## src/sv/blg_pkg.sv

```systemverilog
package blg_pkg;

	// field and register widths
	localparam int NOW_W      = 32;
	localparam int MV_W       = 14;
	localparam int INTERVAL_W = 16;
	localparam int LEVEL_W    = 8;
	localparam int SMOOTH_W   = 18;
	localparam int FRAC_SHIFT = 4;
	localparam int CFG_IDX_W  = 2;
	localparam int CFG_DATA_W = 16;

	typedef logic [SMOOTH_W-1:0]       smooth_t;
	typedef logic signed [LEVEL_W-1:0] level_t;

	// register indexes
	localparam logic [CFG_IDX_W-1:0] REG_UPDATE_INTERVAL = 2'd0;
	localparam logic [CFG_IDX_W-1:0] REG_MIN_VALID       = 2'd1;

	localparam logic [INTERVAL_W-1:0] INTERVAL_RST  = 16'd2000;
	localparam logic [MV_W-1:0]       MIN_VALID_RST = 14'd500;

	// EWMA: (7*old + 48*mv + 5) / 10, divide done as multiply by ceil(2^26/10)
	localparam int EWMA_W      = 22;
	localparam int RECIP10_W   = 23;
	localparam int DIV10_SHIFT = 26;
	localparam logic [RECIP10_W-1:0] RECIP10 = 23'd6710887;

	// curve, voltages in 1/16 mV
	localparam int SEGS      = 8;
	localparam int SEG_IDX_W = 3;
	localparam int NUM_W     = 17;
	localparam int RECIP_W   = 21;
	localparam int CURVE_SHIFT = 31;
	localparam int PCT_W     = 7;

	localparam smooth_t CURVE_FLOOR = 18'd52800;
	localparam smooth_t CURVE_TOP   = 18'd67200;

	localparam level_t LEVEL_INVALID = -8'sd1;
	localparam level_t LEVEL_EMPTY   = 8'sd0;
	localparam level_t LEVEL_FULL    = 8'sd100;

	localparam smooth_t SEG_LO [SEGS] = '{
		18'd52800, 18'd56000, 18'd57600, 18'd59200,
		18'd60000, 18'd61600, 18'd63200, 18'd64800};
	localparam smooth_t SEG_HI [SEGS] = '{
		18'd56000, 18'd57600, 18'd59200, 18'd60000,
		18'd61600, 18'd63200, 18'd64800, 18'd67200};
	localparam logic [11:0] SEG_DEN [SEGS] = '{
		12'd3200, 12'd1600, 12'd1600, 12'd800,
		12'd1600, 12'd1600, 12'd1600, 12'd2400};
	localparam logic [3:0] SEG_DP [SEGS] = '{
		4'd10, 4'd10, 4'd15, 4'd15, 4'd15, 4'd15, 4'd12, 4'd8};
	localparam logic [PCT_W-1:0] SEG_BASE [SEGS] = '{
		7'd0, 7'd10, 7'd20, 7'd35, 7'd50, 7'd65, 7'd80, 7'd92};
	// ceil(2^31 / (2*den)); exact floor for numerators below 2^17
	localparam logic [RECIP_W-1:0] SEG_RECIP [SEGS] = '{
		21'd335545, 21'd671089, 21'd671089, 21'd1342178,
		21'd671089, 21'd671089, 21'd671089, 21'd447393};

endpackage

```

## src/sv/blg_if.sv

```systemverilog
interface blg_poll_if;
	logic                        valid;
	logic                        ready;
	logic [blg_pkg::NOW_W-1:0]   now_ms;
	logic [blg_pkg::MV_W-1:0]    sample_mv;

	modport source (output valid, now_ms, sample_mv, input ready);
	modport sink (input valid, now_ms, sample_mv, output ready);
endinterface

interface blg_level_if;
	logic                  valid;
	logic                  ready;
	blg_pkg::level_t       level;

	modport source (output valid, level, input ready);
	modport sink (input valid, level, output ready);
endinterface

```

## src/sv/blg_front.sv

```systemverilog
module blg_front (
	input  logic                           clk,
	input  logic                           arst_n,
	input  logic [blg_pkg::INTERVAL_W-1:0] interval,
	blg_poll_if.sink                       poll,
	output logic                           push_valid,
	input  logic                           push_ready,
	output blg_pkg::smooth_t               push_data
);
	import blg_pkg::*;

	smooth_t                 smoothed_q;
	logic [NOW_W-1:0]        last_q;
	logic                    seeded_q;

	logic                    accept;
	logic [NOW_W-1:0]        elapsed;
	logic                    due;
	logic [EWMA_W-1:0]       sum;
	logic [EWMA_W+RECIP10_W-1:0] prod;
	smooth_t                 ewma;
	smooth_t                 next_smoothed;

	assign poll.ready = push_ready;
	assign accept     = poll.valid && push_ready;

	// wrap-safe elapsed time
	assign elapsed = poll.now_ms - last_q;
	assign due     = elapsed >= {{(NOW_W-INTERVAL_W){1'b0}}, interval};

	// 7*old + 48*new + 5
	assign sum = ({{(EWMA_W-SMOOTH_W){1'b0}}, smoothed_q} << 3)
		- {{(EWMA_W-SMOOTH_W){1'b0}}, smoothed_q}
		+ ({{(EWMA_W-MV_W){1'b0}}, poll.sample_mv} << 5)
		+ ({{(EWMA_W-MV_W){1'b0}}, poll.sample_mv} << 4)
		+ EWMA_W'(5);
	assign prod = {{RECIP10_W{1'b0}}, sum} * {{EWMA_W{1'b0}}, RECIP10};
	assign ewma = prod[DIV10_SHIFT +: SMOOTH_W];

	always_comb begin
		if (!seeded_q) begin
			next_smoothed = {poll.sample_mv, {FRAC_SHIFT{1'b0}}};
		end else if (due) begin
			next_smoothed = ewma;
		end else begin
			next_smoothed = smoothed_q;
		end
	end

	assign push_valid = poll.valid;
	assign push_data  = next_smoothed;

	always_ff @(posedge clk or negedge arst_n) begin
		if (!arst_n) begin
			smoothed_q <= '0;
			last_q     <= '0;
			seeded_q   <= 1'b0;
		end else if (accept) begin
			smoothed_q <= next_smoothed;
			seeded_q   <= 1'b1;
			if (!seeded_q || due) begin
				last_q <= poll.now_ms;
			end
		end
	end
endmodule

```

## src/sv/blg_queue.sv

```systemverilog
module blg_queue #(
	parameter int DEPTH = 2
) (
	input  logic             clk,
	input  logic             arst_n,
	input  logic             push_valid,
	output logic             push_ready,
	input  blg_pkg::smooth_t push_data,
	output logic             pop_valid,
	input  logic             pop_ready,
	output blg_pkg::smooth_t pop_data
);
	import blg_pkg::*;

	localparam int PTR_W = (DEPTH > 1) ? $clog2(DEPTH) : 1;
	localparam int CNT_W = $clog2(DEPTH + 1);

	smooth_t           mem_q [DEPTH];
	logic [PTR_W-1:0]  wr_ptr_q;
	logic [PTR_W-1:0]  rd_ptr_q;
	logic [CNT_W-1:0]  count_q;
	logic              do_push;
	logic              do_pop;

	assign push_ready = count_q != CNT_W'(DEPTH);
	assign pop_valid  = count_q != '0;
	assign pop_data   = mem_q[rd_ptr_q];
	assign do_push    = push_valid && push_ready;
	assign do_pop     = pop_valid && pop_ready;

	always_ff @(posedge clk) begin
		if (do_push) begin
			mem_q[wr_ptr_q] <= push_data;
		end
	end

	always_ff @(posedge clk or negedge arst_n) begin
		if (!arst_n) begin
			wr_ptr_q <= '0;
			rd_ptr_q <= '0;
			count_q  <= '0;
		end else begin
			if (do_push) begin
				wr_ptr_q <= (wr_ptr_q == PTR_W'(DEPTH - 1)) ? '0 : wr_ptr_q + 1'b1;
			end
			if (do_pop) begin
				rd_ptr_q <= (rd_ptr_q == PTR_W'(DEPTH - 1)) ? '0 : rd_ptr_q + 1'b1;
			end
			if (do_push && !do_pop) begin
				count_q <= count_q + 1'b1;
			end else if (do_pop && !do_push) begin
				count_q <= count_q - 1'b1;
			end
		end
	end
endmodule

```

## src/sv/blg_back.sv

```systemverilog
module blg_back (
	input  logic                     clk,
	input  logic                     arst_n,
	input  logic [blg_pkg::MV_W-1:0] min_valid,
	input  logic                     pop_valid,
	output logic                     pop_ready,
	input  blg_pkg::smooth_t         pop_data,
	blg_level_if.source              result
);
	import blg_pkg::*;

	// stage 1: validity, clamp, segment pick, numerator
	logic                    v_s1;
	logic                    interp_s1;
	level_t                  fixed_s1;
	logic [SEG_IDX_W-1:0]    seg_s1;
	logic [NUM_W-1:0]        num_s1;

	// stage 2: output word
	logic                    v_s2;
	level_t                  level_s2;

	logic                    adv_s1;
	logic                    adv_s2;
	logic                    invalid;
	logic                    below;
	logic                    above;
	logic [SEG_IDX_W-1:0]    seg;
	smooth_t                 diff;
	logic [NUM_W-1:0]        scaled;
	logic [NUM_W-1:0]        num;
	level_t                  fixed;
	logic [NUM_W+RECIP_W-1:0] prod;
	logic [PCT_W-1:0]        frac;
	logic [PCT_W-1:0]        pct;

	assign adv_s2    = !v_s2 || result.ready;
	assign adv_s1    = !v_s1 || adv_s2;
	assign pop_ready = adv_s1;

	assign invalid = pop_data <= {min_valid, {FRAC_SHIFT{1'b0}}};
	assign below   = pop_data <= CURVE_FLOOR;
	assign above   = pop_data >= CURVE_TOP;

	always_comb begin
		seg = SEG_IDX_W'(SEGS - 1);
		for (int k = SEGS - 1; k >= 0; k--) begin
			if (pop_data < SEG_HI[k]) begin
				seg = SEG_IDX_W'(k);
			end
		end
	end

	// 2*(s - lo)*dp + den, offset below 3200 so 12 bits suffice
	assign diff   = pop_data - SEG_LO[seg];
	assign scaled = {{(NUM_W-12){1'b0}}, diff[11:0]} * {{(NUM_W-4){1'b0}}, SEG_DP[seg]};
	assign num    = {scaled[NUM_W-2:0], 1'b0} + {{(NUM_W-12){1'b0}}, SEG_DEN[seg]};

	always_comb begin
		if (invalid) begin
			fixed = LEVEL_INVALID;
		end else if (below) begin
			fixed = LEVEL_EMPTY;
		end else begin
			fixed = LEVEL_FULL;
		end
	end

	always_ff @(posedge clk) begin
		if (adv_s1) begin
			interp_s1 <= !invalid && !below && !above;
			fixed_s1  <= fixed;
			seg_s1    <= seg;
			num_s1    <= num;
		end
	end

	// num / (2*den) by reciprocal multiply
	assign prod = {{RECIP_W{1'b0}}, num_s1} * {{NUM_W{1'b0}}, SEG_RECIP[seg_s1]};
	assign frac = prod[CURVE_SHIFT +: PCT_W];
	assign pct  = SEG_BASE[seg_s1] + frac;

	always_ff @(posedge clk) begin
		if (adv_s2) begin
			level_s2 <= interp_s1 ? level_t'({1'b0, pct}) : fixed_s1;
		end
	end

	always_ff @(posedge clk or negedge arst_n) begin
		if (!arst_n) begin
			v_s1 <= 1'b0;
			v_s2 <= 1'b0;
		end else begin
			if (adv_s1) begin
				v_s1 <= pop_valid;
			end
			if (adv_s2) begin
				v_s2 <= v_s1;
			end
		end
	end

	assign result.valid = v_s2;
	assign result.level = level_s2;
endmodule

```

## src/sv/battery_level_gauge.sv

```systemverilog
// Single-cell LiPo charge gauge. Each poll word carries a millisecond timestamp
// and a cell voltage in mV; each poll returns one level word: percent 0..100
// read off a 9-point piecewise-linear curve (3.30 V empty, 4.20 V full, rounded
// to nearest), or -1 when the smoothed voltage is at or below min_valid_mv.
// The first poll after reset seeds the smoothed voltage; later polls blend
// 0.7 old + 0.3 new (1/16 mV fixed point, round to nearest) only once
// update_interval_ms has passed since the last update, elapsed time taken
// modulo 2^32. Throughput is one poll per clock while the queue has room, set by
// the smoothing update in the front end (one constant multiply for the divide by
// ten), which every poll must finish before the next can use its result.
// A level word passes through the queue, then back-end stage 1 and stage 2, before
// it is valid; the queue and two back-end stages absorb output stalls, and
// the poll side sees ready drop only when the queue fills. Write the config
// registers (index 0: update_interval_ms, index 1: min_valid_mv) only while no
// poll is in flight.
module battery_level_gauge #(
	parameter int QUEUE_DEPTH = 2
) (
	input  logic                           clk,
	input  logic                           arst_n,
	input  logic                           cfg_we,
	input  logic [blg_pkg::CFG_IDX_W-1:0]  cfg_idx,
	input  logic [blg_pkg::CFG_DATA_W-1:0] cfg_wdata,
	blg_poll_if.sink                       poll,
	blg_level_if.source                    result
);
	import blg_pkg::*;

	// config registers
	logic [INTERVAL_W-1:0] interval_q;
	logic [MV_W-1:0]       min_valid_q;

	// front -> queue -> back
	logic    push_valid;
	logic    push_ready;
	smooth_t push_data;
	logic    pop_valid;
	logic    pop_ready;
	smooth_t pop_data;

	always_ff @(posedge clk or negedge arst_n) begin
		if (!arst_n) begin
			interval_q  <= INTERVAL_RST;
			min_valid_q <= MIN_VALID_RST;
		end else if (cfg_we) begin
			unique case (cfg_idx)
				REG_UPDATE_INTERVAL: interval_q  <= cfg_wdata[INTERVAL_W-1:0];
				REG_MIN_VALID:       min_valid_q <= cfg_wdata[MV_W-1:0];
				default: ;
			endcase
		end
	end

	// front: take polls, run the seed / EWMA update, hand smoothed value on
	blg_front u_front (
		.clk        (clk),
		.arst_n     (arst_n),
		.interval   (interval_q),
		.poll       (poll),
		.push_valid (push_valid),
		.push_ready (push_ready),
		.push_data  (push_data)
	);

	// short queue decouples the poll side from output stalls
	blg_queue #(
		.DEPTH (QUEUE_DEPTH)
	) u_queue (
		.clk        (clk),
		.arst_n     (arst_n),
		.push_valid (push_valid),
		.push_ready (push_ready),
		.push_data  (push_data),
		.pop_valid  (pop_valid),
		.pop_ready  (pop_ready),
		.pop_data   (pop_data)
	);

	// back: validity check and curve lookup, two stages
	blg_back u_back (
		.clk       (clk),
		.arst_n    (arst_n),
		.min_valid (min_valid_q),
		.pop_valid (pop_valid),
		.pop_ready (pop_ready),
		.pop_data  (pop_data),
		.result    (result)
	);
endmodule
```

## src/flat_wrapper.sv

```systemverilog
// flat-port wrapper written by rule: the top's interface ports become plain ports
module battery_level_gauge_flat import blg_pkg::*;
#(
	parameter int QUEUE_DEPTH = 2
)
  (clk, arst_n, cfg_we, cfg_idx, cfg_wdata, poll_valid, poll_now_ms, poll_sample_mv, poll_ready, result_valid, result_level, result_ready);
  blg_poll_if poll_i ();
  blg_level_if result_i ();
  input  logic clk;
  input  logic arst_n;
  input  logic cfg_we;
  input  logic [blg_pkg::CFG_IDX_W-1:0] cfg_idx;
  input  logic [blg_pkg::CFG_DATA_W-1:0] cfg_wdata;
  input wire logic [$bits(poll_i.valid)-1:0] poll_valid;
  input wire logic [$bits(poll_i.now_ms)-1:0] poll_now_ms;
  input wire logic [$bits(poll_i.sample_mv)-1:0] poll_sample_mv;
  output wire logic [$bits(poll_i.ready)-1:0] poll_ready;
  output wire logic [$bits(result_i.valid)-1:0] result_valid;
  output wire logic [$bits(result_i.level)-1:0] result_level;
  input wire logic [$bits(result_i.ready)-1:0] result_ready;
  assign poll_i.valid = poll_valid;
  assign poll_i.now_ms = poll_now_ms;
  assign poll_i.sample_mv = poll_sample_mv;
  assign poll_ready = poll_i.ready;
  assign result_valid = result_i.valid;
  assign result_level = result_i.level;
  assign result_i.ready = result_ready;
  battery_level_gauge #(.QUEUE_DEPTH(QUEUE_DEPTH)) u_core (.clk(clk), .arst_n(arst_n), .cfg_we(cfg_we), .cfg_idx(cfg_idx), .cfg_wdata(cfg_wdata), .poll(poll_i), .result(result_i));
endmodule
```

## config.mk

```make
export PLATFORM = sky130hd
export DESIGN_NAME = battery_level_gauge_flat
export DESIGN_NICKNAME = d
export VERILOG_FILES = /design/src/sv/blg_pkg.sv /design/src/sv/blg_if.sv /design/src/sv/blg_front.sv /design/src/sv/blg_queue.sv /design/src/sv/blg_back.sv /design/src/sv/battery_level_gauge.sv /design/src/flat_wrapper.sv
export SDC_FILE = /design/constraint.sdc
export NUM_CORES = 1
export LEC_CHECK = 0
export BUFFER_PORTS_ARGS = -buffer_cell sky130_fd_sc_hd__buf_2
export CAP_MARGIN = 20
export CORE_MARGIN = 8
export CORE_UTILIZATION = 58
export DETAILED_ROUTE_END_ITERATION = 7
export PLACE_DENSITY = 0.72
export SLEW_MARGIN = 20
export SYNTH_ARGS = -nofsm -noshare
export SYNTH_HDL_FRONTEND = slang
export SYNTH_HIERARCHICAL = 1
export SYNTH_SLANG_ARGS = --single-unit
```

## constraint.sdc

```tcl
create_clock -name clk -period 17.1 [get_ports clk]
set_input_delay 4.275 -clock clk [delete_from_list [all_inputs] [get_ports clk]]
set_output_delay 4.275 -clock clk [all_outputs]
set_load 0.01 [all_outputs]
```

==> metrics, run 1 <==
worst r2r dst=u_core/u_queue/mem_q[0][16]; mux cell area share after synthesis=0.0397; CP bufs+invs=5; Critical Path Stages=38; Seq/Total Area, Yosys=0.140; RSZ-0062 raised after global routing=no; Clk pin slew, worst setup/hold paths=0.07 ns; Resize count post-CTS=0; number of H-tree levels=4; most frequent cells in the layout=inv_1 (784), ha_1 (455), fa_1 (438); Max-Cap Viols=0; Final Hold Fails=0; Post-Synth Adder-Cell Area=0.484; # Post-CTS Setup Buffers=0; vias per inst=approximately 5.7; Slew HR=0.286; Worst Skew=0.0157 ns; worst hold-check path type=register to register; largest family of logic cells by synthesized area=adder cells; CP Capture Point=u_core/u_queue/mem_q[0][16]; core region area=approximately 50000 sq um; Mapped Area=29900 sq um; total routed wirelength=between 70 and 80 mm; area grow syn2layout=5.37%; Worst path max stage delay=0.53 ns; routed via count=21937; worst path required time=17.29 ns; Initial DRC Count=1573; Die W=roughly 240 microns; CP delay by family, top=adder cells; share of the synthesized area in the top cell type=0.293; num rows=83; Max Root-Sink Buffers=2; first-pass GRT wire length=~120 mm; Layout Nets=4142; CTS tree=yes; global route overflow=0; layout cell share with drive strength beyond 1=0.0786; asr flop ratio synth=0.569; count of antenna-violating nets left after detailed routing=0; Synth Instances=3132; vias in the first global route=23433; syn avg cell area=9.54 sq um; critical path fanouts, max=4; Max Freq=roughly 70 MHz; worst skew pair latency=0.44 ns; outcome=completed; DP HPWL=64.3 mm; simple-gate share of the synthesized area=0.102; crit-path most repeated cell=fa_1; Total Neg Setup Slack=0 ns; CP endpoint kind=register; Synth area leaders=fa_1 (29%), ha_1 (19%), inv_1 (9.8%); startpoint types=input pin; Reg2Reg Depth=37; final critical-path share of the clock period=0.841; buffers added on ports=between 70 and 80; most common cell after layout, fill and taps aside=inv_1; area leader, netlist=fa_1; GPL Wtd Cong=between 1 and 1.5; DRC violation count after routing=0; post-DR wirelength/cell=19.4 microns; # diodes=0; slowest CP cell=fa_1; clock sinks=153; FF+latch count, synth=153; Num CTS Buffers=17; Slew @ Worst Pin=1.07 ns; Tmin final=between 10 and 15 ns; die height=between 200 and 250 microns; Ports=79; crit path kind=input pin to register; FILL cells=4414; Starting Density=0.585; Unique masters post-synth=88; die area=59000 sq um; CTS hold repair buffers=0; Final Slew Violations=0; reg2reg setup slack=6.13 ns; Post-synth EDFFs=66; critical path arrival=around 15 ns; endpoints failing setup=0; initial antenna violation count=1; Tot GR Track Use=0.257; Most used DFF post-synth=dfrtp_1; crit path from=poll_sample_mv[0]; Root Buffer Master=clkbuf_16; First-pass DRT Iterations=6; R2R Path Start=u_core/u_front/smoothed_q[1]; largest net degree at the start of global routing=64; compound-gate portion of the synthesized area=0.0919; Syn Nets=approximately 4000; Post-Synth XOR/XNOR Area=0.0330; YS warnings=6
worst min-delay path by stage:
stage                     slack [ns]                         end  cells after the start                       from
after global placement          0.48   u_core/u_queue/count_q[1]                      1  u_core/u_queue/count_q[1]
after floorplan                 0.44  u_core/u_back/result.valid                      1         u_core/u_back/v_s1
after CTS                       0.49   u_core/u_queue/count_q[1]                      1  u_core/u_queue/count_q[1]
final                           0.49   u_core/u_queue/count_q[1]                      1  u_core/u_queue/count_q[1]
after global routing            0.52     u_core/u_queue/wr_ptr_q                      1    u_core/u_queue/wr_ptr_q
after detailed placement        0.48   u_core/u_queue/count_q[1]                      1  u_core/u_queue/count_q[1]
per-layer routing:
layer / track usage / routed length [microns] / up-vias
met2: 0.447 / 37400 / 660
met3: 0.0343 / 3730 / 189
met5: 0 / 18 / -
met4: 0.109 / 3510 / 2
met1: 0.319 / 30500 / 10920
li1: - / - / 10166
worst reg2reg max path, delay by kind of cell (launching register included):
kind | cells | cell delay [ns]
AO/OA/AOI/OAI | 14 | 3.66
XOR/XNOR | 2 | 0.51
adder cells (fa/ha/maj) | 11 | 4.84
buffers and inverters | 4 | 0.24
flip-flops | 1 | 0.58
AND/OR/NAND/NOR | 6 | 0.92
registers in the layout (all words and copies together), names as in the netlist:
signal	count
u_core/interval_q	16
u_core/min_valid_q	14
u_core/u_back/fixed_s1	2
u_core/u_back/interp_s1	1
u_core/u_back/num_s1	16
u_core/u_back/result.level	8
u_core/u_back/result.valid	1
u_core/u_back/seg_s1	3
u_core/u_back/v_s1	1
u_core/u_front/last_q	32
u_core/u_front/seeded_q	1
u_core/u_front/smoothed_q	18
u_core/u_queue/count_q	2
u_core/u_queue/mem_q	36
u_core/u_queue/rd_ptr_q	1
u_core/u_queue/wr_ptr_q	1
logic make-up (layout without fill, tap and decap cells):
family | Yosys count | in the layout
AO/OA/AOI/OAI | 410 | 410
buffers and inverters | 851 | 912
AND/OR/NAND/NOR | 620 | 620
multiplexers | 94 | 94
adder cells (fa/ha/maj) | 893 | 893
flip-flops | 153 | 153
XOR/XNOR | 111 | 111
cell usage after synthesis (8+ instances only):
cell type / number
a211oi_1: 16
a21o_1: 38
a21oi_1: 110
a22oi_1: 14
a31oi_1: 15
and2_1: 52
and3_1: 20
clkbuf_1: 47
dfrtp_1: 75
dfstp_2: 12
edfxtp_1: 66
fa_1: 438
ha_1: 455
inv_1: 784
mux2_2: 45
mux2_4: 38
mux2i_1: 11
nand2_1: 179
nand2b_1: 36
nand3_1: 75
nand4_1: 18
nor2_1: 128
nor2b_1: 21
nor3_1: 38
nor4_1: 12
o211ai_1: 23
o21a_1: 15
o21ai_0: 74
o21bai_1: 14
o221ai_1: 14
or2_2: 8
xnor2_1: 70
xor2_1: 40
per-stage QoR:
stage	hold WS (ns)	area, sq um	utilization	std cells	worst slack, ns
floorplan	0.435	29900	-	3132	3.47
global placement	0.475	30900	0.605	3841	2.52
detailed placement	0.479	30900	0.605	3841	2.33
CTS	0.490	31500	0.616	3873	2.79
global route	0.521	31500	0.616	3873	2.15
finish	0.486	31500	0.616	3873	2.72
final cells by class:
type | instances | area [sq um] | share of cell area
clock inverter | 14 | 129 | 0.00409
inverter | 785 | 2950 | 0.0936
tap | 680 | 851 | 0.0270
clock buffer | 18 | 429 | 0.0136
sequential | 153 | 4180 | 0.133
timing repair buffer | 95 | 520 | 0.0165
multi-input combinational | 2128 | 22400 | 0.713
Power of run 1 is left out: the tool's default activity adds up to more than one toggle a clock period on the data nets, which glitch-free logic cannot reach.
==> run 2, diff against run 1 <==
Settings changed: ABC_AREA set to 1.
Clock period 17.1 ns to 14.8 ns, I/O delays scaled along.
==> run 2 against run 1 <==
Net effect:
- cell area increased by 9.0%
- die area increased by 8.5%
- via count increased by 22%
- synthesized cell count increased by 36%
- highest routed layer is now met4
- wire length increased by 17%
- largest cell class unchanged
- sequential share of layout area decreased by 1.1 points
- utilization decreased by 0.31 points
- global-route usage increased by 2.4 points
- register-to-register slack got worse by 1.0 ns
- synthesized area increased by 9.1%
- sequential cell count unchanged
==> metrics, run 2 <==
outcome=completed; worst r2r dst=u_core/u_back/result.level[6]; die height=253 microns (+4.2%); Post-synth EDFFs=66 (unchanged); total routed wirelength=87.9 mm (+17%); Reg2Reg Depth=33 (-11%); Seq/Total Area, Yosys=0.128 (-0.0116); Mapped Area=32600 sq um (+9.1%); Max-Cap Viols=0 (unchanged); share of the synthesized area in the top cell type=0.269 (-0.0245); Synth Instances=4245 (+36%); Synth area leaders=fa_1 (27%), ha_1 (17%), inv_1 (12%); Total Neg Setup Slack=0 ns (unchanged); First-pass DRT Iterations=5 (-1); most frequent cells in the layout=inv_1 (1059), nand2_1 (944), ha_1 (455); worst skew pair latency=0.44 ns (about the same); vias per inst=5.29 (-6.6%); Die W=253 microns (+4.2%); Layout Nets=5265 (+27%); RSZ-0062 raised after global routing=no; worst path required time=14.98 ns (-2.31 ns); FF+latch count, synth=153 (unchanged); largest net degree at the start of global routing=51 (-20%); Max Freq=80.9 MHz; Unique masters post-synth=63 (-28%); most frequent cell after synthesis=inv_1; Final Hold Fails=0 (unchanged); YS warnings=6 (unchanged); global route overflow=0 (unchanged); routed via count=26840 (+22%); final critical-path share of the clock period=0.835; CP bufs+invs=10 (+5); Max Root-Sink Buffers=2 (unchanged); CTS tree=yes; Tot GR Track Use=0.281 (+0.0242); Root Buffer Master=clkbuf_16; num rows=87 (+4.8%); Synth top cells by count=inv_1 (1059), nand2_1 (944), ha_1 (455); first-pass GRT wire length=143 mm (+17%); number of H-tree levels=4 (unchanged); # diodes=0 (unchanged); crit path kind=input pin to register; area grow syn2layout=5.24%; reg2reg setup slack=5.09 ns (-1.04 ns); die area=64100 sq um (+8.5%); Hold Crit Start=u_core/interval_q[10]; initial antenna violation count=0 (-1); GPL Wtd Cong=1.01 (+0.58%); hold endpoint=u_core/interval_q[10]; FILL cells=5169 (+17%); layout cell share with drive strength beyond 1=0.0556 (-0.0230); vias in the first global route=27164 (+16%); area leader, netlist=fa_1; buffers added on ports=78 (unchanged); core region area=56000 sq um (+9.5%); clock sinks=153 (unchanged); max FFs per register=36 (unchanged); largest registers=u_core/u_queue/mem_q (36), u_core/u_front/last_q (32), u_core/u_front/smoothed_q (18); CP delay by family, top=adder cells; critical path arrival=12.55 ns (-2.02 ns); Worst path max stage delay=0.59 ns (+0.06 ns); Tmin final=around 12 ns; critical path fanouts, max=5 (+1); most common cell after layout, fill and taps aside=inv_1; Slew @ Worst Pin=0.943 ns (-0.128 ns); Hold Path Cell Cnt=2 (+1); Final Slew Violations=0 (unchanged); R2R Path Start=u_core/u_back/seg_s1[0]; Resize count post-CTS=0 (unchanged); asr flop ratio synth=0.569 (unchanged); Largest Register=u_core/u_queue/mem_q; post-DR wirelength/cell=17.3 microns (-11%); syn avg cell area=7.68 sq um (-20%); crit-path most repeated cell=inv_1; Syn Nets=5207 (+27%); Slew HR=0.371 (+0.0853); Starting Density=0.583 (-0.00218); endpoints failing setup=0 (unchanged); Clk pin slew, worst setup/hold paths=0.07 ns (about the same); Most used DFF post-synth=dfrtp_1; CTS hold repair buffers=0 (unchanged); startpoint types=input pin; Num CTS Buffers=17 (unchanged); Worst Skew=0.0174 ns (+0.00170 ns); count of antenna-violating nets left after detailed routing=0 (unchanged); DP HPWL=77.2 mm (+20%); # Post-CTS Setup Buffers=0 (unchanged); CP endpoint kind=register; DRC violation count after routing=0 (unchanged); Critical Path Stages=37 (-2.6%); slowest CP cell=fa_1; Ports=79 (unchanged); worst hold-check path type=register to register; Initial DRC Count=2002 (+27%)
-- run 2: cell type report --
| cell class | count | area, sq um | area share |
|---|---|---|---|
| tap | 756 | 946 | 0.0276 |
| multi-input combinational | 2958 | 24000 | 0.700 |
| clock inverter | 14 | 165 | 0.00481 |
| sequential | 153 | 4170 | 0.122 |
| timing repair buffer | 91 | 490 | 0.0143 |
| clock buffer | 18 | 450 | 0.0131 |
| inverter | 1082 | 4060 | 0.118 |
-- run 2: through the flow --
stage          cells  cell area, sq um   util  hold WS (ns)  worst slack, ns
4_1_cts         5072             34300  0.613         0.466             2.46
3_5_place_dp    5040             33700  0.602         0.455             1.99
2_1_floorplan   4245             32600      -         0.435             2.98
3_3_place_gp    5040             33700  0.602         0.450             2.11
5_1_grt         5072             34300  0.613         0.478             1.80
6_report        5072             34300  0.613         0.463             2.44
-- run 2: kinds of logic after synthesis --
logic type      after synthesis  share of synthesized area
simple gates               1658                      0.216
buf+inv                    1134                      0.135
fa+ha+maj                   893                      0.444
compound gates              334                     0.0572
flops                       153                      0.128
xor+xnor                     73                     0.0198
-- run 2: worst max path at each step --
| stage | start | to | slack (ns) |
|---|---|---|---|
| floorplan | poll_sample_mv[11] | u_core/u_queue/mem_q[0][17] | 2.98 |
| global placement | poll_sample_mv[2] | u_core/u_queue/mem_q[0][17] | 2.11 |
| detailed placement | poll_sample_mv[1] | u_core/u_queue/mem_q[1][17] | 1.99 |
| CTS | poll_sample_mv[1] | u_core/u_queue/mem_q[0][17] | 2.46 |
| global route | poll_sample_mv[1] | u_core/u_queue/mem_q[1][17] | 1.80 |
| finish | poll_sample_mv[11] | u_core/u_queue/mem_q[0][17] | 2.44 |
-- run 2: worst register-to-register path: cells and delay by family, from the launching register on --
| kind | cells | cell delay, ns |
|---|---|---|
| and+or+nand+nor | 11 | 1.45 |
| adders and majority gates | 10 | 5.12 |
| buffers and inverters | 6 | 1.28 |
| AOI/OAI and AO/OA | 6 | 1.12 |
| DFF | 1 | 0.49 |
-- run 2: per-layer routing --
layer  track usage  part of all wire
met5             0                 0
met3        0.0428             0.069
met1         0.373              0.43
met4        0.0794             0.029
met2         0.476              0.48
Power of run 2 is left out for the same reason.
